$ cat src/design/acea_pkg.sv
// ----------------------------------------------------------------------------
// acea_pkg: shared constants for the atom contact energy accumulator
// Widths of coordinates, distances, the square-root and divider datapaths,
// and the saturation limits of the running sum.
// ----------------------------------------------------------------------------
package acea_pkg;

   // Coordinate width of one atom position, signed, 8 fraction bits.
   localparam int COORD_WIDTH = 20;
   localparam int DIFF_WIDTH  = COORD_WIDTH + 1;

   // A coordinate difference of 2^FAR_BITS or more puts the atoms out of range.
   localparam int FAR_BITS  = 17;
   localparam int MAG_WIDTH = (DIFF_WIDTH > FAR_BITS + 1) ? DIFF_WIDTH : FAR_BITS + 1;
   localparam logic [MAG_WIDTH-1:0] FAR_LIMIT = MAG_WIDTH'(1) << FAR_BITS;

   // Sum of three squares of FAR_BITS-bit magnitudes.
   localparam int SQ_WIDTH      = 2 * FAR_BITS + 2;
   localparam int SQ_HI_WIDTH   = SQ_WIDTH - FAR_BITS;
   localparam int SQ_SUM_WIDTH  = SQ_HI_WIDTH + 1;
   localparam int SQ_CNT_WIDTH  = $clog2(FAR_BITS);

   // Integer square root.
   localparam int ROOT_WIDTH     = SQ_WIDTH / 2;
   localparam int REM_WIDTH      = ROOT_WIDTH + 1;
   localparam int ROOT_CNT_WIDTH = $clog2(ROOT_WIDTH);

   // Probe width, distances, weights and the scaling divider.
   localparam int PW_WIDTH       = 16;
   localparam int DIST_WIDTH     = 16;
   localparam int WEIGHT_WIDTH   = 16;
   localparam int PROD_WIDTH     = 2 * PW_WIDTH;
   localparam int DIV_CNT_WIDTH  = $clog2(PW_WIDTH);
   localparam logic [PW_WIDTH-1:0] PW_RESET = PW_WIDTH'(256);

   // Running sum.
   localparam int SUM_WIDTH = 32;
   localparam logic signed [SUM_WIDTH-1:0] SUM_MAX = {1'b0, {(SUM_WIDTH-1){1'b1}}};
   localparam logic signed [SUM_WIDTH-1:0] SUM_MIN = {1'b1, {(SUM_WIDTH-1){1'b0}}};

endpackage

$ cat src/design/acea_isqrt.sv
// ----------------------------------------------------------------------------
// acea_isqrt: bit-serial integer square root
// Restoring digit-by-digit root, one result bit per cycle, two radicand
// bits consumed per cycle from a shift register.
// ----------------------------------------------------------------------------
module acea_isqrt (
   input  logic                               clock,
   input  logic                               reset,
   input  logic                               start,
   input  logic [acea_pkg::SQ_WIDTH-1:0]      radicand,
   output logic                               done,
   output logic [acea_pkg::ROOT_WIDTH-1:0]    root
);

   logic [acea_pkg::SQ_WIDTH-1:0]        rad_ff;
   logic [acea_pkg::REM_WIDTH-1:0]       rem_ff;
   logic [acea_pkg::ROOT_WIDTH-1:0]      root_ff;
   logic [acea_pkg::ROOT_CNT_WIDTH-1:0]  cnt_ff;
   logic                                 busy_ff;
   logic                                 done_ff;

   logic [acea_pkg::REM_WIDTH+1:0]       rem_shift;
   logic [acea_pkg::REM_WIDTH+1:0]       trial;
   logic                                 fits;
   logic [acea_pkg::REM_WIDTH-1:0]       rem_in;
   logic [acea_pkg::ROOT_WIDTH-1:0]      root_in;

   always_comb begin
      rem_shift = {rem_ff, rad_ff[acea_pkg::SQ_WIDTH-1 -: 2]};
      trial     = {1'b0, root_ff, 2'b01};
      fits      = (rem_shift >= trial);
      // The remainder never exceeds twice the partial root, so it fits back.
      if (fits) begin
         rem_in = acea_pkg::REM_WIDTH'(rem_shift - trial);
      end else begin
         rem_in = rem_shift[acea_pkg::REM_WIDTH-1:0];
      end
      root_in = {root_ff[acea_pkg::ROOT_WIDTH-2:0], fits};
   end

   always_ff @(posedge clock) begin
      if (reset) begin
         busy_ff <= 1'b0;
         done_ff <= 1'b0;
      end else begin
         done_ff <= 1'b0;
         if (start) begin
            rad_ff  <= radicand;
            rem_ff  <= '0;
            root_ff <= '0;
            cnt_ff  <= acea_pkg::ROOT_CNT_WIDTH'(acea_pkg::ROOT_WIDTH - 1);
            busy_ff <= 1'b1;
         end else if (busy_ff) begin
            rad_ff  <= rad_ff << 2;
            rem_ff  <= rem_in;
            root_ff <= root_in;
            cnt_ff  <= cnt_ff - 1'b1;
            if (cnt_ff == '0) begin
               busy_ff <= 1'b0;
               done_ff <= 1'b1;
            end
         end
      end
   end

   assign done = done_ff;
   assign root = root_ff;

endmodule

$ cat src/design/acea_divu.sv
// ----------------------------------------------------------------------------
// acea_divu: bit-serial unsigned divider
// Restoring division of a double-width dividend by the probe width, one
// quotient bit per cycle. The upper dividend half must be below the divisor.
// ----------------------------------------------------------------------------
module acea_divu (
   input  logic                               clock,
   input  logic                               reset,
   input  logic                               start,
   input  logic [acea_pkg::PROD_WIDTH-1:0]    dividend,
   input  logic [acea_pkg::PW_WIDTH-1:0]      divisor,
   output logic                               done,
   output logic [acea_pkg::PW_WIDTH-1:0]      quotient
);

   logic [acea_pkg::PW_WIDTH-1:0]       rem_ff;
   logic [acea_pkg::PW_WIDTH-1:0]       quo_ff;
   logic [acea_pkg::PW_WIDTH-1:0]       div_ff;
   logic [acea_pkg::DIV_CNT_WIDTH-1:0]  cnt_ff;
   logic                                busy_ff;
   logic                                done_ff;

   logic [acea_pkg::PW_WIDTH:0]         partial;
   logic                                fits;
   logic [acea_pkg::PW_WIDTH-1:0]       rem_in;

   always_comb begin
      partial = {rem_ff, quo_ff[acea_pkg::PW_WIDTH-1]};
      fits    = (partial >= {1'b0, div_ff});
      if (fits) begin
         rem_in = acea_pkg::PW_WIDTH'(partial - {1'b0, div_ff});
      end else begin
         rem_in = partial[acea_pkg::PW_WIDTH-1:0];
      end
   end

   always_ff @(posedge clock) begin
      if (reset) begin
         busy_ff <= 1'b0;
         done_ff <= 1'b0;
      end else begin
         done_ff <= 1'b0;
         if (start) begin
            rem_ff  <= dividend[acea_pkg::PROD_WIDTH-1:acea_pkg::PW_WIDTH];
            quo_ff  <= dividend[acea_pkg::PW_WIDTH-1:0];
            div_ff  <= divisor;
            cnt_ff  <= acea_pkg::DIV_CNT_WIDTH'(acea_pkg::PW_WIDTH - 1);
            busy_ff <= 1'b1;
         end else if (busy_ff) begin
            rem_ff  <= rem_in;
            quo_ff  <= {quo_ff[acea_pkg::PW_WIDTH-2:0], fits};
            cnt_ff  <= cnt_ff - 1'b1;
            if (cnt_ff == '0) begin
               busy_ff <= 1'b0;
               done_ff <= 1'b1;
            end
         end
      end
   end

   assign done     = done_ff;
   assign quotient = quo_ff;

endmodule

$ cat src/design/atom_contact_energy_accumulator.sv
// ----------------------------------------------------------------------------
// atom_contact_energy_accumulator: contact energy term and running score
// Per contact: distance between two atoms, linear fall-off of the weight
// across the probe zone, saturating running sum, negated score output.
// ----------------------------------------------------------------------------
//
//   Channel | Prefix | Direction | Carries
//   --------+--------+-----------+------------------------------------------
//   Request | req_   | in        | two atom positions, full distance, weight
//   Result  | rsp_   | out       | term, negated running score, list done
//   CSR     | csr_   | in        | probe width (always ready)
//
// One request is in work at a time. An out-of-range request goes from
// acceptance straight to the finish step. Others run the serial sum of
// squares and the bit-serial root, then the decide step, and the bit-serial
// divider when the distance falls in the probe zone, then the finish step;
// each serial unit gets a start strobe and answers with a done strobe. A new
// request is taken while the result register still waits on rsp_ready; only
// the final write stalls on it.
// Reset (synchronous) clears the running sum and sets the probe width to 1.0.
//
module atom_contact_energy_accumulator (
   input  logic                                      clock,
   input  logic                                      reset,
   input  logic                                      req_valid,
   output logic                                      req_ready,
   input  logic signed [acea_pkg::COORD_WIDTH-1:0]   req_first_x,
   input  logic signed [acea_pkg::COORD_WIDTH-1:0]   req_first_y,
   input  logic signed [acea_pkg::COORD_WIDTH-1:0]   req_first_z,
   input  logic signed [acea_pkg::COORD_WIDTH-1:0]   req_second_x,
   input  logic signed [acea_pkg::COORD_WIDTH-1:0]   req_second_y,
   input  logic signed [acea_pkg::COORD_WIDTH-1:0]   req_second_z,
   input  logic [acea_pkg::DIST_WIDTH-1:0]           req_full_distance,
   input  logic signed [acea_pkg::WEIGHT_WIDTH-1:0]  req_weight,
   input  logic                                      req_final_contact,
   output logic                                      rsp_valid,
   input  logic                                      rsp_ready,
   output logic signed [acea_pkg::WEIGHT_WIDTH-1:0]  rsp_term,
   output logic signed [acea_pkg::SUM_WIDTH-1:0]     rsp_score,
   output logic                                      rsp_done_res,
   input  logic                                      csr_valid,
   output logic                                      csr_ready,
   input  logic [acea_pkg::PW_WIDTH-1:0]             csr_probe_width
);

   typedef enum logic [2:0] {
      S_IDLE,
      S_SQUARE,
      S_ROOT,
      S_SCALE,
      S_DIVIDE,
      S_FINISH
   } state_type;

   function automatic logic [acea_pkg::DIFF_WIDTH-1:0] abs_diff(
      input logic [acea_pkg::COORD_WIDTH-1:0] a,
      input logic [acea_pkg::COORD_WIDTH-1:0] b
   );
      logic [acea_pkg::DIFF_WIDTH-1:0] d;
      d = {a[acea_pkg::COORD_WIDTH-1], a} - {b[acea_pkg::COORD_WIDTH-1], b};
      return d[acea_pkg::DIFF_WIDTH-1] ? (~d + 1'b1) : d;
   endfunction

   state_type                                 state_ff;
   logic [acea_pkg::FAR_BITS-1:0]             dx_ff, dy_ff, dz_ff;
   logic [acea_pkg::FAR_BITS-1:0]             mx_ff, my_ff, mz_ff;
   logic [acea_pkg::SQ_HI_WIDTH-1:0]          sq_hi_ff;
   logic [acea_pkg::FAR_BITS-1:0]             sq_lo_ff;
   logic [acea_pkg::SQ_CNT_WIDTH-1:0]         cnt_ff;
   logic [acea_pkg::DIST_WIDTH-1:0]           dmin_ff;
   logic signed [acea_pkg::WEIGHT_WIDTH-1:0]  weight_ff;
   logic                                      last_ff;
   logic signed [acea_pkg::WEIGHT_WIDTH-1:0]  term_ff;
   logic [acea_pkg::PROD_WIDTH-1:0]           mag_ff;
   logic                                      root_start_ff;
   logic                                      div_start_ff;
   logic [acea_pkg::PW_WIDTH-1:0]             pw_ff;
   logic signed [acea_pkg::SUM_WIDTH-1:0]     sum_ff;
   logic                                      rsp_valid_ff;
   logic signed [acea_pkg::WEIGHT_WIDTH-1:0]  rsp_term_ff;
   logic signed [acea_pkg::SUM_WIDTH-1:0]     rsp_score_ff;
   logic                                      rsp_done_ff;

   logic [acea_pkg::DIFF_WIDTH-1:0]           ax, ay, az;
   logic                                      far;
   logic [acea_pkg::SQ_SUM_WIDTH-1:0]         sq_sum;
   logic                                      root_done;
   logic [acea_pkg::ROOT_WIDTH-1:0]           root;
   logic                                      div_done;
   logic [acea_pkg::PW_WIDTH-1:0]             quotient;
   logic [acea_pkg::ROOT_WIDTH-1:0]           dmin_ext;
   logic [acea_pkg::ROOT_WIDTH-1:0]           dmax_ext;
   logic [acea_pkg::PW_WIDTH-1:0]             span;
   logic [acea_pkg::WEIGHT_WIDTH-1:0]         abs_weight;
   logic [acea_pkg::PROD_WIDTH-1:0]           mag_in;
   logic [acea_pkg::WEIGHT_WIDTH-1:0]         signed_quo;
   logic [acea_pkg::SUM_WIDTH:0]              wide_sum;
   logic signed [acea_pkg::SUM_WIDTH-1:0]     sum_in;
   logic signed [acea_pkg::SUM_WIDTH-1:0]     score_in;
   logic                                      out_free;

   // Request decode: coordinate differences and the out-of-range check.
   always_comb begin
      ax  = abs_diff(req_first_x, req_second_x);
      ay  = abs_diff(req_first_y, req_second_y);
      az  = abs_diff(req_first_z, req_second_z);
      far = (acea_pkg::MAG_WIDTH'(ax) >= acea_pkg::FAR_LIMIT)
         || (acea_pkg::MAG_WIDTH'(ay) >= acea_pkg::FAR_LIMIT)
         || (acea_pkg::MAG_WIDTH'(az) >= acea_pkg::FAR_LIMIT);
   end

   // Shift-and-add of all three squares at once; low product bits drop into
   // sq_lo_ff one per cycle while the upper part stays narrow.
   always_comb begin
      sq_sum = {1'b0, sq_hi_ff}
             + (mx_ff[0] ? acea_pkg::SQ_SUM_WIDTH'(dx_ff) : '0)
             + (my_ff[0] ? acea_pkg::SQ_SUM_WIDTH'(dy_ff) : '0)
             + (mz_ff[0] ? acea_pkg::SQ_SUM_WIDTH'(dz_ff) : '0);
   end

   // Scale decision once the root is known.
   always_comb begin
      dmin_ext   = acea_pkg::ROOT_WIDTH'(dmin_ff);
      dmax_ext   = acea_pkg::ROOT_WIDTH'(dmin_ff) + acea_pkg::ROOT_WIDTH'(pw_ff);
      span       = acea_pkg::PW_WIDTH'(dmax_ext - root);
      abs_weight = weight_ff[acea_pkg::WEIGHT_WIDTH-1] ? (~weight_ff + 1'b1) : weight_ff;
      mag_in     = acea_pkg::PROD_WIDTH'(abs_weight) * acea_pkg::PROD_WIDTH'(span);
      signed_quo = weight_ff[acea_pkg::WEIGHT_WIDTH-1] ? (~quotient + 1'b1) : quotient;
   end

   // Saturating accumulate and negated score.
   always_comb begin
      wide_sum = {sum_ff[acea_pkg::SUM_WIDTH-1], sum_ff}
               + (acea_pkg::SUM_WIDTH+1)'(term_ff);
      if (wide_sum[acea_pkg::SUM_WIDTH] != wide_sum[acea_pkg::SUM_WIDTH-1]) begin
         sum_in = wide_sum[acea_pkg::SUM_WIDTH] ? acea_pkg::SUM_MIN : acea_pkg::SUM_MAX;
      end else begin
         sum_in = wide_sum[acea_pkg::SUM_WIDTH-1:0];
      end
      if (sum_in == acea_pkg::SUM_MIN) begin
         score_in = acea_pkg::SUM_MAX;
      end else begin
         score_in = -sum_in;
      end
      out_free = !rsp_valid_ff || rsp_ready;
   end

   acea_isqrt u_isqrt (
      .clock    (clock),
      .reset    (reset),
      .start    (root_start_ff),
      .radicand ({sq_hi_ff, sq_lo_ff}),
      .done     (root_done),
      .root     (root)
   );

   acea_divu u_divu (
      .clock    (clock),
      .reset    (reset),
      .start    (div_start_ff),
      .dividend (mag_ff),
      .divisor  (pw_ff),
      .done     (div_done),
      .quotient (quotient)
   );

   always_ff @(posedge clock) begin
      if (reset) begin
         state_ff      <= S_IDLE;
         root_start_ff <= 1'b0;
         div_start_ff  <= 1'b0;
         pw_ff         <= acea_pkg::PW_RESET;
         sum_ff        <= '0;
         rsp_valid_ff  <= 1'b0;
      end else begin
         root_start_ff <= 1'b0;
         div_start_ff  <= 1'b0;
         if (csr_valid) begin
            pw_ff <= csr_probe_width;
         end
         if (rsp_ready) begin
            rsp_valid_ff <= 1'b0;
         end
         unique case (state_ff)
            S_IDLE: begin
               if (req_valid) begin
                  dx_ff     <= ax[acea_pkg::FAR_BITS-1:0];
                  dy_ff     <= ay[acea_pkg::FAR_BITS-1:0];
                  dz_ff     <= az[acea_pkg::FAR_BITS-1:0];
                  mx_ff     <= ax[acea_pkg::FAR_BITS-1:0];
                  my_ff     <= ay[acea_pkg::FAR_BITS-1:0];
                  mz_ff     <= az[acea_pkg::FAR_BITS-1:0];
                  sq_hi_ff  <= '0;
                  sq_lo_ff  <= '0;
                  cnt_ff    <= acea_pkg::SQ_CNT_WIDTH'(acea_pkg::FAR_BITS - 1);
                  dmin_ff   <= req_full_distance;
                  weight_ff <= req_weight;
                  last_ff   <= req_final_contact;
                  term_ff   <= '0;
                  state_ff  <= far ? S_FINISH : S_SQUARE;
               end
            end
            S_SQUARE: begin
               sq_hi_ff <= sq_sum[acea_pkg::SQ_SUM_WIDTH-1:1];
               sq_lo_ff <= {sq_sum[0], sq_lo_ff[acea_pkg::FAR_BITS-1:1]};
               mx_ff    <= mx_ff >> 1;
               my_ff    <= my_ff >> 1;
               mz_ff    <= mz_ff >> 1;
               cnt_ff   <= cnt_ff - 1'b1;
               if (cnt_ff == '0) begin
                  root_start_ff <= 1'b1;
                  state_ff      <= S_ROOT;
               end
            end
            S_ROOT: begin
               if (root_done) begin
                  state_ff <= S_SCALE;
               end
            end
            S_SCALE: begin
               // With a zero probe width the middle zone is empty.
               if (root < dmin_ext) begin
                  term_ff  <= weight_ff;
                  state_ff <= S_FINISH;
               end else if (root < dmax_ext) begin
                  mag_ff       <= mag_in;
                  div_start_ff <= 1'b1;
                  state_ff     <= S_DIVIDE;
               end else begin
                  state_ff <= S_FINISH;
               end
            end
            S_DIVIDE: begin
               if (div_done) begin
                  term_ff  <= signed_quo;
                  state_ff <= S_FINISH;
               end
            end
            S_FINISH: begin
               if (out_free) begin
                  sum_ff       <= last_ff ? '0 : sum_in;
                  rsp_term_ff  <= term_ff;
                  rsp_score_ff <= score_in;
                  rsp_done_ff  <= last_ff;
                  rsp_valid_ff <= 1'b1;
                  state_ff     <= S_IDLE;
               end
            end
            default: begin
               state_ff <= S_IDLE;
            end
         endcase
      end
   end

   assign req_ready    = (state_ff == S_IDLE);
   assign csr_ready    = 1'b1;
   assign rsp_valid    = rsp_valid_ff;
   assign rsp_term     = rsp_term_ff;
   assign rsp_score    = rsp_score_ff;
   assign rsp_done_res = rsp_done_ff;

endmodule

$ cat config.mk
export PLATFORM = sky130hd
export DESIGN_NAME = atom_contact_energy_accumulator
export DESIGN_NICKNAME = d
export VERILOG_FILES = /design/src/design/acea_pkg.sv /design/src/design/acea_isqrt.sv /design/src/design/acea_divu.sv /design/src/design/atom_contact_energy_accumulator.sv
export SDC_FILE = /design/constraint.sdc
export NUM_CORES = 2
export LEC_CHECK = 0
export BUFFER_PORTS_ARGS = -buffer_cell sky130_fd_sc_hd__buf_4
export CORE_ASPECT_RATIO = 0.75
export CORE_MARGIN = 8
export CORE_UTILIZATION = 55
export CTS_CLUSTER_DIAMETER = 80
export DETAILED_ROUTE_END_ITERATION = 10
export PLACE_DENSITY = 0.74
export SYNTH_ARGS = -nofsm -noshare
export SYNTH_HDL_FRONTEND = slang
export SYNTH_HIERARCHICAL = 1
export SYNTH_SLANG_ARGS = --single-unit
$ cat constraint.sdc
create_clock -name clock -period 16 [get_ports clock]
set_input_delay 4.8 -clock clock [delete_from_list [all_inputs] [get_ports clock]]
set_output_delay 4.8 -clock clock [all_outputs]
set_load 0.005 [all_outputs]
==> summary.md <==
| Metric | Value |
|---|---|
| Status | `complete, no violations` |
| Post-synth EDFFs | `403` |
| Largest net degree at the start of global routing | `80` |
| Placed cells | `5,113` |
| CP startpoint kind | `flip-flop` |
| Rows | `84` |
| Die Y | `246 um` |
| Gpl congestion | `0.934` |
| Share of post-route cells with drive strength above 1 | `11.4%` |
| Top cells by count, synth | `inv_1, edfxtp_1, nor2_1` |
| Syn_nets | `4,768` |
| # Post-CTS Setup Buffers | `0` |
| Finished Layout Cells | `5,200` |
| Worst slew pin tran | `1.22 ns` |
| Initial antenna violation count | `2` |
| Synth warn | `6` |
| Data required time of the worst path | `16.35 ns` |
| Post-synthesis sequential area ratio | `34.1%` |
| CTS resizes | `0` |
| Most frequent cell on the critical path | `fa_1` |
| Input/output buffers | `224` |
| Syn Inst Count | `4,032` |
| Routed vias | `29,830` |
| Max H-tree Level | `2` |
| Die width | `323 um` |
| Syn-to-layout area delta | `11.1%` |
| Clock sinks | `461` |
| Synth async-reset ratio | `0%` |
| Crit share post-route | `68.0%` |
| Worst-path clk slew | `0.07 ns` |
| Worst Clk Skew | `0.0187 ns` |
| Setup CP Type | `flip-flop to flip-flop` |
| Minimum clock period | `10.87 ns` |
| Max clock buf depth | `3` |
| Max incr delay on CP | `0.66 ns` |
| Worst skew pair latency | `0.61 ns` |
| Post-DP Area | `41,600 um2` |
| Starting DRT DRC Count | `2,888` |
| Max_slew headroom | `18.6%` |
| Post-synth top area cell | `edfxtp_1` |
| # DRC | `0` |
| Post-DR wirelength/cell | `18.3 um` |
| Core ar. | `70,100 um2` |
| Min-delay worst type | `flip-flop to flip-flop` |
| Largest cells by area after synthesis | `edfxtp_1, fa_1, ha_1, inv_1, nor2_1` |
| Top-count cell post-synth | `inv_1` |
| Final nets | `4,952` |
| Root buffer cell | `clkbuf_16` |
| RSZ-0062 raised after global routing | `no` |
| Worst EP arrival | `11.22 ns` |
| Post-synthesis cell type count | `111` |
| TritonCTS clock tree | `built` |
| Final Hold Viols | `0` |
| Die ar. | `79,600 um2` |
| DRT Pass-1 Iters | `6` |
| Flops & latches, synth | `461` |
| Via/cell ratio | `5.74` |
| First-pass GRT wire length | `151,000 um` |
| Post-synth top flop | `edfxtp_1` |
| Fillcell total | `5,829` |
| TritonCTS Buffers | `47` |
| Number of max-cap violations | `0` |
| Post-route cell area | `43,200 um2` |
| Total track usage | `23.4%` |
| Hold-fix buffer count after cts | `0` |
| Number of diodes | `0` |
| Synthesized area per cell | `9.65 um2` |
| Max FO, Critical Path | `9` |
| Share of the synthesized area in the top cell type | `31.1%` |
| Max Fclk | `0.0920 GHz` |
| Cell area after synthesis | `38,900 um2` |
| Slowest CP cell | `xor2_1` |
| Post-Route WL | `95,200 um` |
| TNS Setup | `0 ns` |
| DP HPWL | `72,900 um` |
| Grt total ovfl | `0` |
| Count of final setup violators | `0` |
| Post-route ant nets | `0` |
| Starting Density | `55.5%` |
| Slew Viols, Final | `0` |
| Critical path endpoint category | `flip-flop` |
| IO Count | `226` |
| Vias in the first global route | `28,570` |
metal layers:
metal	vias up	GRT usage (%)	wire length [um]
met1	14300	34.9	44600
met4	2	5.40	2220
met3	155	4.89	8180
li1	14324	-	-
met5	-	0	17
met2	1049	34.7	40100
cell type report:
type,instances,area (um2),share of cell area (%)
Inverter,476,1790,4.13
Sequential cell,461,13300,30.7
Clock inverter,31,377,0.871
Tap cell,946,1180,2.74
Clock buffer,56,1240,2.87
Multi-Input combinational cell,2965,23400,54.1
Timing Repair Buffer,265,1990,4.60
worst paths after layout:
| check | startpoint | endpoint | slack (ns) | cells past startpoint |
|---|---|---|---|---|
| setup / recovery | dmin_ff[0]$_DFFE_PP_ | mag_ff[31]$_DFFE_PP_ | 5.13 | 39 |
| hold / removal | sum_ff[29]$_SDFFE_PP0P_ | sum_ff[29]$_SDFFE_PP0P_ | 0.46 | 2 |
| setup reg to reg | dmin_ff[0]$_DFFE_PP_ | mag_ff[31]$_DFFE_PP_ | 5.13 | 39 |
| hold reg to reg | sum_ff[29]$_SDFFE_PP0P_ | sum_ff[29]$_SDFFE_PP0P_ | 0.46 | 2 |
per-stage QoR:
| step | util, % | hold WS, ns | setup slack, ns |
|---|---|---|---|
| floorplan | - | 0.426 | 6.27 |
| detailed placement | 59.4 | 0.448 | 5.50 |
| finish | 61.7 | 0.457 | 5.13 |
| global placement | 59.4 | 0.447 | 5.64 |
| CTS | 61.7 | 0.460 | 5.28 |
| global route | 61.7 | 0.477 | 4.43 |
flip-flops by register name, summed over array words and instances (netlist names), 17 cells and up:
name	count
sum_ff	32
dx_ff	17
mag_ff	32
u_isqrt/rad_ff	36
sq_hi_ff	19
mx_ff	17
u_isqrt/root	18
dz_ff	17
my_ff	17
mz_ff	17
rsp_score	32
dy_ff	17
sq_lo_ff	17
u_isqrt/rem_ff	19
cell usage in the layout (no fill, tap or decap), types with 47 or more instances in the layout:
cell and count:
a21o_1 71, edfxtp_1 403, and2_1 111, dfxtp_1 57, nand2b_1 57, nor3_1 99
fa_1 235, a21oi_1 191, o21ai_0 167, ha_1 327, inv_1 471, mux2_2 62
clkbuf_16 47, nor2_1 368, xnor2_1 153, xor2_1 85, o21a_1 50, nand3_1 68
buf_4 265, nand2_1 351
critical path: cells and delay by family (launching register included):
kind                     cells  cell delay [ns]
buffers and inverters        4             0.22
AND/OR/NAND/NOR              4             0.61
XOR/XNOR                     3             1.02
flip-flops                   1             0.36
adder cells (fa/ha/maj)     10             4.47
AO/OA/AOI/OAI               18             3.90
kinds of logic (layout without fill, tap and decap cells):
kind of cell	count (synthesis)	after routing	share of synthesized area [%]
other	1	1	0.00964
muxes	86	86	2.41
and+or+nand+nor	1290	1290	16.0
AOI/OAI and AO/OA	781	781	13.3
xor gates and xnor gates	245	245	5.51
buffers and inverters	606	828	6.07
DFF	461	461	34.1
adders and majority gates	562	562	22.6
Power is not shown: default switching activity piles up to over one toggle a cycle in this logic, so the estimate is an artifact.
